`src/rtl/core/lqt_pkg.sv`:
```
package lqt_pkg;

  // widths of the observation fields
  localparam int LinkIdxW = 3;
  localparam int LatInW   = 16;
  localparam int ThrInW   = 22;
  localparam int RelInW   = 8;

  // widths of the per-link state
  localparam int LatAvgW = 24;
  localparam int ThrAvgW = 24;
  localparam int RelAvgW = 17;
  localparam int CountW  = 13;

  localparam int ScoreW = 8;

  // number of reachable link indices, the most entries a state table can have
  localparam int MaxLinks        = 2 ** LinkIdxW;
  localparam int NumLinksDefault = 8;

  // pre-quotient width ahead of the final divide by 125
  localparam int PreQW = 15;

  localparam logic [LatAvgW-1:0] LatReset = 24'd12800;
  localparam logic [ThrAvgW-1:0] ThrReset = 24'd20480;
  localparam logic [RelAvgW-1:0] RelReset = 17'd58982;
  localparam logic [CountW-1:0]  CountMax = 13'd5000;

  typedef struct packed {
    logic [LinkIdxW-1:0] idx;
    logic [LatAvgW-1:0] lat;
    logic [ThrAvgW-1:0] thr;
    logic [RelAvgW-1:0] rel;
  } sample_t;

  typedef struct packed {
    logic               oor;
    logic [LatAvgW-1:0] lat;
    logic [ThrAvgW-1:0] thr;
    logic [RelAvgW-1:0] rel;
    logic [CountW-1:0]  cnt;
  } avg_t;

endpackage

```
`src/rtl/core/lqt_score.sv`:
```
module lqt_score (
  input  logic                        clk_i,
  input  logic                        rst_ni,
  input  logic                        valid_i,
  output logic                        ready_o,
  input  lqt_pkg::avg_t               avg_i,
  output logic                        valid_o,
  input  logic                        ready_i,
  output logic [lqt_pkg::ScoreW-1:0]  outage_o,
  output logic [lqt_pkg::ScoreW-1:0]  perf_o,
  output logic [lqt_pkg::ScoreW-1:0]  conf_o
);

  localparam int NumW = 36;
  localparam logic signed [NumW-1:0] OutDen   = 36'sd32768000;
  localparam logic signed [NumW-1:0] PerfDen  = 36'sd65536000;
  localparam logic signed [NumW-1:0] PerfBias = 36'sd19660800;

  localparam logic [lqt_pkg::CountW-1:0] ConfLowMax  = 13'd100;
  localparam logic [lqt_pkg::CountW-1:0] ConfHighMin = 13'd800;
  localparam logic [lqt_pkg::ScoreW-1:0] ConfLow     = 8'd25;
  localparam logic [lqt_pkg::ScoreW-1:0] ConfHigh    = 8'd204;

  // divide by 125 via reciprocal, exact for the pre-quotient range
  localparam int          QShift = 22;
  localparam logic [15:0] QRecip = 16'd33555;

  function automatic logic [8:0] div125(input logic [lqt_pkg::PreQW-1:0] x);
    logic [30:0] prod;
    prod = x * QRecip;
    return prod[QShift +: 9];
  endfunction

  typedef struct packed {
    logic                       oor;
    logic [lqt_pkg::PreQW-1:0]  out_x;
    logic [lqt_pkg::PreQW-1:0]  perf_x;
    logic [lqt_pkg::PreQW-1:0]  conf_x;
    logic                       conf_low;
    logic                       conf_high;
  } prequot_t;

  logic                        vld3_q;
  lqt_pkg::avg_t               a_q;
  logic                        vld4_q;
  prequot_t                    n_q;
  logic                        vld5_q;
  logic [lqt_pkg::ScoreW-1:0]  outage_q;
  logic [lqt_pkg::ScoreW-1:0]  perf_q;
  logic [lqt_pkg::ScoreW-1:0]  conf_q;

  logic                        rdy3;
  logic                        rdy4;

  logic signed [NumW-1:0]      rel_s;
  logic signed [NumW-1:0]      lat_s;
  logic signed [NumW-1:0]      thr_s;
  logic signed [NumW-1:0]      out_num;
  logic signed [NumW-1:0]      perf_num;
  logic [24:0]                 out_clip;
  logic [25:0]                 perf_clip;
  logic [32:0]                 out_w;
  logic [33:0]                 perf_w;
  logic [17:0]                 conf_w;
  prequot_t                    n_d;

  logic [8:0]                  q_out;
  logic [8:0]                  q_perf;
  logic [8:0]                  q_conf;
  logic [lqt_pkg::ScoreW-1:0]  outage_d;
  logic [lqt_pkg::ScoreW-1:0]  perf_d;
  logic [lqt_pkg::ScoreW-1:0]  conf_d;

  assign rdy4    = ~vld5_q | ready_i;
  assign rdy3    = ~vld4_q | rdy4;
  assign ready_o = ~vld3_q | rdy3;
  assign valid_o = vld5_q;
  assign outage_o = outage_q;
  assign perf_o   = perf_q;
  assign conf_o   = conf_q;

  always_ff @(posedge clk_i or negedge rst_ni) begin
    if (!rst_ni) begin
      vld3_q <= 1'b0;
      vld4_q <= 1'b0;
      vld5_q <= 1'b0;
    end else begin
      if (ready_o) begin
        vld3_q <= valid_i;
      end
      if (rdy3) begin
        vld4_q <= vld3_q;
      end
      if (rdy4) begin
        vld5_q <= vld4_q;
      end
    end
  end

  always_ff @(posedge clk_i) begin
    if (valid_i && ready_o) begin
      a_q <= avg_i;
    end
    if (vld3_q && rdy3) begin
      n_q <= n_d;
    end
    if (vld4_q && rdy4) begin
      outage_q <= outage_d;
      perf_q   <= perf_d;
      conf_q   <= conf_d;
    end
  end

  // clamped numerators, times 255, then the power-of-two part of the denominators
  always_comb begin
    rel_s    = NumW'(a_q.rel);
    lat_s    = NumW'(a_q.lat);
    thr_s    = NumW'(a_q.thr);
    out_num  = OutDen - 36'sd500 * rel_s + 36'sd256 * lat_s - 36'sd32 * thr_s;
    perf_num = 36'sd500 * rel_s + PerfBias - 36'sd768 * lat_s + 36'sd128 * thr_s;

    if (out_num < 0) begin
      out_clip = '0;
    end else if (out_num > OutDen) begin
      out_clip = OutDen[24:0];
    end else begin
      out_clip = out_num[24:0];
    end

    if (perf_num <= 0) begin
      perf_clip = '0;
    end else if (perf_num >= PerfDen) begin
      perf_clip = PerfDen[25:0];
    end else begin
      perf_clip = perf_num[25:0];
    end

    out_w  = {out_clip, 8'd0} - {8'd0, out_clip};
    perf_w = {perf_clip, 8'd0} - {8'd0, perf_clip};
    // only used when the count lies below 800, so ten bits suffice
    conf_w = {a_q.cnt[9:0], 8'd0} - {8'd0, a_q.cnt[9:0]};

    n_d.oor       = a_q.oor;
    n_d.out_x     = out_w[32:18];
    n_d.perf_x    = perf_w[33:19];
    n_d.conf_x    = conf_w[17:3];
    n_d.conf_low  = (a_q.cnt <= ConfLowMax);
    n_d.conf_high = (a_q.cnt >= ConfHighMin);
  end

  always_comb begin
    q_out  = div125(n_q.out_x);
    q_perf = div125(n_q.perf_x);
    q_conf = div125(n_q.conf_x);
    if (n_q.oor) begin
      outage_d = '0;
      perf_d   = '0;
      conf_d   = '0;
    end else begin
      outage_d = q_out[7:0];
      perf_d   = q_perf[7:0];
      if (n_q.conf_low) begin
        conf_d = ConfLow;
      end else if (n_q.conf_high) begin
        conf_d = ConfHigh;
      end else begin
        conf_d = q_conf[7:0];
      end
    end
  end

  a_quot_range : assert property (@(posedge clk_i) disable iff (!rst_ni)
    vld4_q |-> !q_out[8] && !q_perf[8] && (n_q.conf_low || n_q.conf_high || !q_conf[8]))
    else $error("score quotient above 255");

  a_conf_range : assert property (@(posedge clk_i) disable iff (!rst_ni)
    vld5_q |-> conf_q == '0 || (conf_q >= ConfLow && conf_q <= ConfHigh))
    else $error("confidence outside its band");

  a_oor_zero : assert property (@(posedge clk_i) disable iff (!rst_ni)
    vld4_q && rdy4 && n_q.oor |=> outage_q == '0 && perf_q == '0 && conf_q == '0)
    else $error("unknown link gave a non-zero score");

endmodule

```
`config.mk`:
```
export PLATFORM = sky130hd
export DESIGN_NAME = lqt_score
export DESIGN_NICKNAME = d
export VERILOG_FILES = /design/src/rtl/core/lqt_pkg.sv /design/src/rtl/core/lqt_score.sv
export SDC_FILE = /design/constraint.sdc
export NUM_CORES = 1
export LEC_CHECK = 0
export BUFFER_PORTS_ARGS = -buffer_cell sky130_fd_sc_hd__buf_2
export CAP_MARGIN = 15
export CORE_ASPECT_RATIO = 0.6
export CORE_MARGIN = 2
export CORE_UTILIZATION = 60
export CTS_CLUSTER_SIZE = 12
export DETAILED_ROUTE_END_ITERATION = 8
export HOLD_SLACK_MARGIN = 0.1
export PLACE_DENSITY_LB_ADDON = 0.15
export SLEW_MARGIN = 20
export SYNTH_ARGS = -nofsm -noshare
export SYNTH_HDL_FRONTEND = slang
export SYNTH_SLANG_ARGS = --single-unit
```
`constraint.sdc`:
```
create_clock -name clk_i -period 18.1 [get_ports clk_i]
set_input_delay 3.62 -clock clk_i [delete_from_list [all_inputs] [get_ports clk_i]]
set_output_delay 3.62 -clock clk_i [all_outputs]
set_load 0.005 [all_outputs]
```
==> flow_summary.toml, run 1 <==
[timing]
period_share_pct = 84.9
setup_tns_ps = 0
slew_headroom_pct = 28.3
finalHoldViolations = 0
tightest_slew_ps = 1060
max_freq_mhz = 65.1
final.setup_skew_ps = 19.4
rsz0062_at_grt = "no"
maxSlewViolCount = 0
setup_viol = 0
min_period_ps = 15360

[placement]
gp_congestion = 0.959
port_buffers = 108
dp_hpwl_um = 53800

[clock_tree]
htree_num_levels = 4
path_clk_slew_ps = 90
cts_buffer_depth = 2
clockRootBuffer = "clkbuf_16"
cts_resized = 0
numCtsBuffers = 17
hold_buffers = 0
clk_latency_ps = 470
cts_tree = "done"
cts_setup_buffers = 0
clock_sinks = 154

[die]
die_h_um = 163
fp.dieW_um = 269
io_pins = 109
dieArea_um2 = 43800
rows = 58
start_util_pct = 60.6
core-area_um2 = 41700

[synth]
synth_edf_count = 151
synth_nets = 3528
synth_cells = 2686
synth_seq_area_share_pct = 18.3
yosysUniqueCellTypes = 88
ys_seq_elements = 154
async_flop_share_pct = 1.95
ys_warn_count = 0
synth_area_um2 = 25200
ys.flop_type = "edfxtp_1"
syn_area_per_cell_um2 = 9.40

[final_layout]
final_cell_mix = "ha_1 (580), inv_1 (469), fa_1 (179)"
fin_util_pct = 64.8
syn_to_final_growth_pct = 6.98
final_common_cell = "ha_1"
drive_gt1_share_pct = 6.69
diodes = 0
nets = 3625
nFillCells = 3428

[grt]
grt_overflow = 0
grt_max_degree = 58
grtUsageTotal_pct = 29.6
grt_pass1_wl_um = 101000
antenna_found_initial = 0
grt_pass1_vias = 19300

[critical_path]
crit_buf_inv = 5
start_kind = "register"
crit_type = "reg -> reg"
crit_arrival_ps = 15570
crit_family = "compound AO/OA/AOI/OAI gates"
max_stage_delay_ps = 720
cp.required_ps = 18300
cp_max_fo = 17
end_kind = "register"
critPathSlowestCell = "nand4bb_1"

[drt]
drt_wl_total_um = 62700
drc = 0
via_count = 19600
wl_per_cell_um = 18.6
drt_pass1_iterations = 6
vias_per_cell = 5.83
ant_nets = 0
drtIter0Drc = 1352

[worst_hold_path]
holdCritPathClass = "reg -> reg"

[job]
maxCapViolations = 0

[outcome]
run_status = "complete, no violations"
per-layer routing:
metal	vias up	wire (um)	global-route usage [%]
met5	-	0	0
met4	0	587	4.44
met3	50	5360	8.00
met2	635	25700	42.8
met1	9360	31100	44.9
li1	9579	-	-
stage by stage:
stage	cell area [um2]	hold slack, ps	setup slack (ps)	cells
after floorplan	25200	400	5130	2686
after global placement	26400	408	3510	3334
after detailed placement	26400	415	3000	3334
after CTS	27000	440	2900	3366
after global routing	27000	458	1560	3366
final	27000	443	2740	3366
logic make-up (layout without fill, tap and decap cells):
logic type               Yosys count  in the layout  synth area share [%]
AO/OA/AOI/OAI                    577            577                  15.1
XOR/XNOR                         149            149                  5.20
adder cells (fa/ha/maj)          759            759                  42.9
buffers and inverters            501            611                  7.46
flip-flops                       154            154                  18.3
multiplexers                       6              6                 0.243
AND/OR/NAND/NOR                  540            540                  10.8
final cells by class:
| cell class | instances | area (um2) | area share (%) |
|---|---|---|---|
| Inverter | 469 | 1760 | 6.52 |
| Clock inverter | 14 | 171 | 0.635 |
| Timing Repair Buffer | 110 | 556 | 2.06 |
| Multi-Input combinational cell | 2031 | 18800 | 69.5 |
| Clock buffer | 18 | 439 | 1.63 |
| Sequential cell | 154 | 4610 | 17.1 |
| Tap cell | 570 | 713 | 2.64 |
worst paths after layout:
| path | endpoint | cells past startpoint | slack (ps) | from |
|---|---|---|---|---|
| min in group asynchronous | vld3_q | 1 | 2920 | rst_ni |
| worst max register to register | n_q[31] | 58 | 2740 | a_q[13] |
| worst min-delay path | n_q[47] | 0 | 440 | a_q[78] |
| max in group asynchronous | valid_o | 1 | 15060 | rst_ni |
| worst min register to register | n_q[47] | 0 | 440 | a_q[78] |
| worst max-delay path | n_q[31] | 58 | 2740 | a_q[13] |
cell usage after synthesis (35+ instances only):
cell,instances,area share [%]
a21o_1,83,2.5
a21oi_1,161,3.2
edfxtp_1,151,18
fa_1,179,14
ha_1,580,29
inv_1,469,7.0
nand2_1,129,1.9
nand3_1,36,0.71
nor2_1,141,2.1
nor3_1,35,0.69
o21ai_0,92,1.8
xnor2_1,96,3.3
xor2_1,52,1.8
sequential cells by signal, summed over array words and instances (netlist names):
name	count
conf_o	8
a_q	79
n_q	48
vld3_q	1
outage_o	8
valid_o	1
vld4_q	1
perf_o	8
Power of run 1 is not shown: default switching activity piles up to over one toggle a cycle in this logic, so the estimate is an artifact.
==> run 2, diff against run 1 <==
--- a/config.mk
+++ b/config.mk
@@ -5,11 +5,12 @@
 export SDC_FILE = /design/constraint.sdc
 export NUM_CORES = 1
 export LEC_CHECK = 0
+export ABC_AREA = 1
 export BUFFER_PORTS_ARGS = -buffer_cell sky130_fd_sc_hd__buf_2
 export CAP_MARGIN = 15
 export CORE_ASPECT_RATIO = 0.6
 export CORE_MARGIN = 2
-export CORE_UTILIZATION = 60
+export CORE_UTILIZATION = 59
 export CTS_CLUSTER_SIZE = 12
 export DETAILED_ROUTE_END_ITERATION = 8
 export HOLD_SLACK_MARGIN = 0.1
==> constraint.sdc (replaced) <==
create_clock -name clk_i -period 13.1 [get_ports clk_i]
set_input_delay 2.62 -clock clk_i [delete_from_list [all_inputs] [get_ports clk_i]]
set_output_delay 2.62 -clock clk_i [all_outputs]
set_load 0.005 [all_outputs]
==> flow_summary.toml, run 2 <==
[grt]
grtUsageTotal_pct = 34.3
grt_pass1_vias = 22200
antenna_found_initial = 1
grt_max_degree = 64
grt_pass1_wl_um = 125000
grt_overflow = 0

[final_layout]
fin_util_pct = 64.3
top_register = "a_q"
reg_top3 = "a_q x79, n_q x48"
final_common_cell = "inv_1"
nets = 4388
syn_to_final_growth_pct = 7.02
final_cells = 4149
nFillCells = 3902
fin_area_um2 = 29000
final_cell_mix = "inv_1 (737), nand2_1 (620), ha_1 (580)"
drive_gt1_share_pct = 6.63
largest_register_ff_count = 79

[clock_tree]
clockRootBuffer = "clkbuf_16"
cts_tree = "done"
htree_num_levels = 4
clk_latency_ps = 470
numCtsBuffers = 17
clock_sinks = 154
hold_buffers = 0
cts_buffer_depth = 2
path_clk_slew_ps = 70

[die]
die_h_um = 170
rows = 60
core-area_um2 = 45000
fp.dieW_um = 280
io_pins = 109
start_util_pct = 60.1
dieArea_um2 = 47700

[timing]
rsz0062_at_grt = "no"
min_period_ps = 12110
setup_viol = 0
setup_tns_ps = 0
finalHoldViolations = 0
slew_headroom_pct = 22.7
max_freq_mhz = 82.6
tightest_slew_ps = 1150
maxSlewViolCount = 0
final.setup_skew_ps = 14.2
period_share_pct = 92.4

[synth]
synth_common_cells = "inv_1 (739), nand2_1 (620), ha_1 (580)"
synth_edf_count = 151
ys_warn_count = 0
synth_seq_area_share_pct = 17.0
syn_area_per_cell_um2 = 7.91
ys.flop_type = "edfxtp_1"
synth_nets = 4263
async_flop_share_pct = 1.95
yosysUniqueCellTypes = 58
ys_seq_elements = 154
yosys.area.top_type = "ha_1"
synth_area_um2 = 27100
synth_cells = 3421
yosys-top-cells-area = "ha_1 (27%), edfxtp_1 (17%), fa_1 (13%)"
yosysTopAreaCellShare_pct = 26.8
synth.most_common_cell = "inv_1"

[outcome]
run_status = "complete, no violations"

[job]
maxCapViolations = 0

[drt]
vias_per_cell = 5.72
ant_nets = 0
via_count = 23700
wl_per_cell_um = 19.3
drc = 0
drt_wl_total_um = 80200
drt_pass1_iterations = 6
drtIter0Drc = 2685

[critical_path]
crit_arrival_ps = 12330
cp_common_cell = "nand2_1"
crit_buf_inv = 10
crit_start = "a_q[13]"
max_stage_delay_ps = 670
cp.required_ps = 13320
cp_max_fo = 22
crit_type = "reg -> reg"
end_kind = "register"
r2r_slack_ps = 990
start_kind = "register"
critPathSlowestCell = "fa_1"
crit_family = "adder cells"
r2r_start = "a_q[13]"

[placement]
placed_cell_area_um2 = 28300
port_buffers = 108
dp_hpwl_um = 69600
gp_congestion = 1.06
place_inst = 4115

[worst_hold_path]
holdCritPathClass = "reg -> reg"
min_from = "a_q[78]"
[run 2: metal layers]
layer  wire length [um]  track usage [%]  vias up
li1                   -                -    11400
met1              41600             57.0    11200
met2              27500             41.8     1113
met3              10600             11.6       36
met4                397             3.65        0
met5                  0                0        -
[run 2: stage by stage]
step / setup WS, ps / hold slack (ps)
after floorplan: 2660 / 400
after global placement: 1430 / 417
after detailed placement: 959 / 415
after CTS: 916 / 431
after global routing: 14.4 / 442
final: 991 / 429
[run 2: worst register-to-register path: cells and delay by family (launching register included)]
kind,cells,cell delay (ps)
AND/OR/NAND/NOR,23,3300
AO/OA/AOI/OAI,9,2160
XOR/XNOR,3,970
buffers and inverters,10,1150
adder cells (fa/ha/maj),9,4010
flip-flops,1,320
[run 2: final cells by class]
cell class              instances  area [um2]  share of cell area, %
clock buffers                  17         425                   1.47
repair buffers                115         593                   2.05
inverters                     750        2820                   9.75
well taps                     589         737                   2.54
diodes                          1        2.50                0.00864
clock inverters                15         175                  0.605
flip-flops and latches        154        4610                   15.9
multi-input cells            2508       19600                   67.7
[run 2: cell families after synthesis]
kind of cell,synth area share (%)
XOR/XNOR,4.14
flip-flops,17.0
AND/OR/NAND/NOR,18.3
AO/OA/AOI/OAI,9.80
buffers and inverters,10.7
adder cells (fa/ha/maj),40.1
[run 2: final timing paths]
path,to,cells after the start
worst max-delay path,n_q[28],54
worst min-delay path,n_q[47],0
worst max register to register,n_q[28],54
worst min register to register,n_q[47],0
max in group asynchronous,valid_o,1
min in group asynchronous,vld4_q,1
[run 2: what timing repair did]
item | in CTS | in global routing
endpoints found under the setup margin | 0 | 15
buffers inserted | 0 | 1
resized for setup | 0 | 5
Power of run 2 is left out for the same reason.
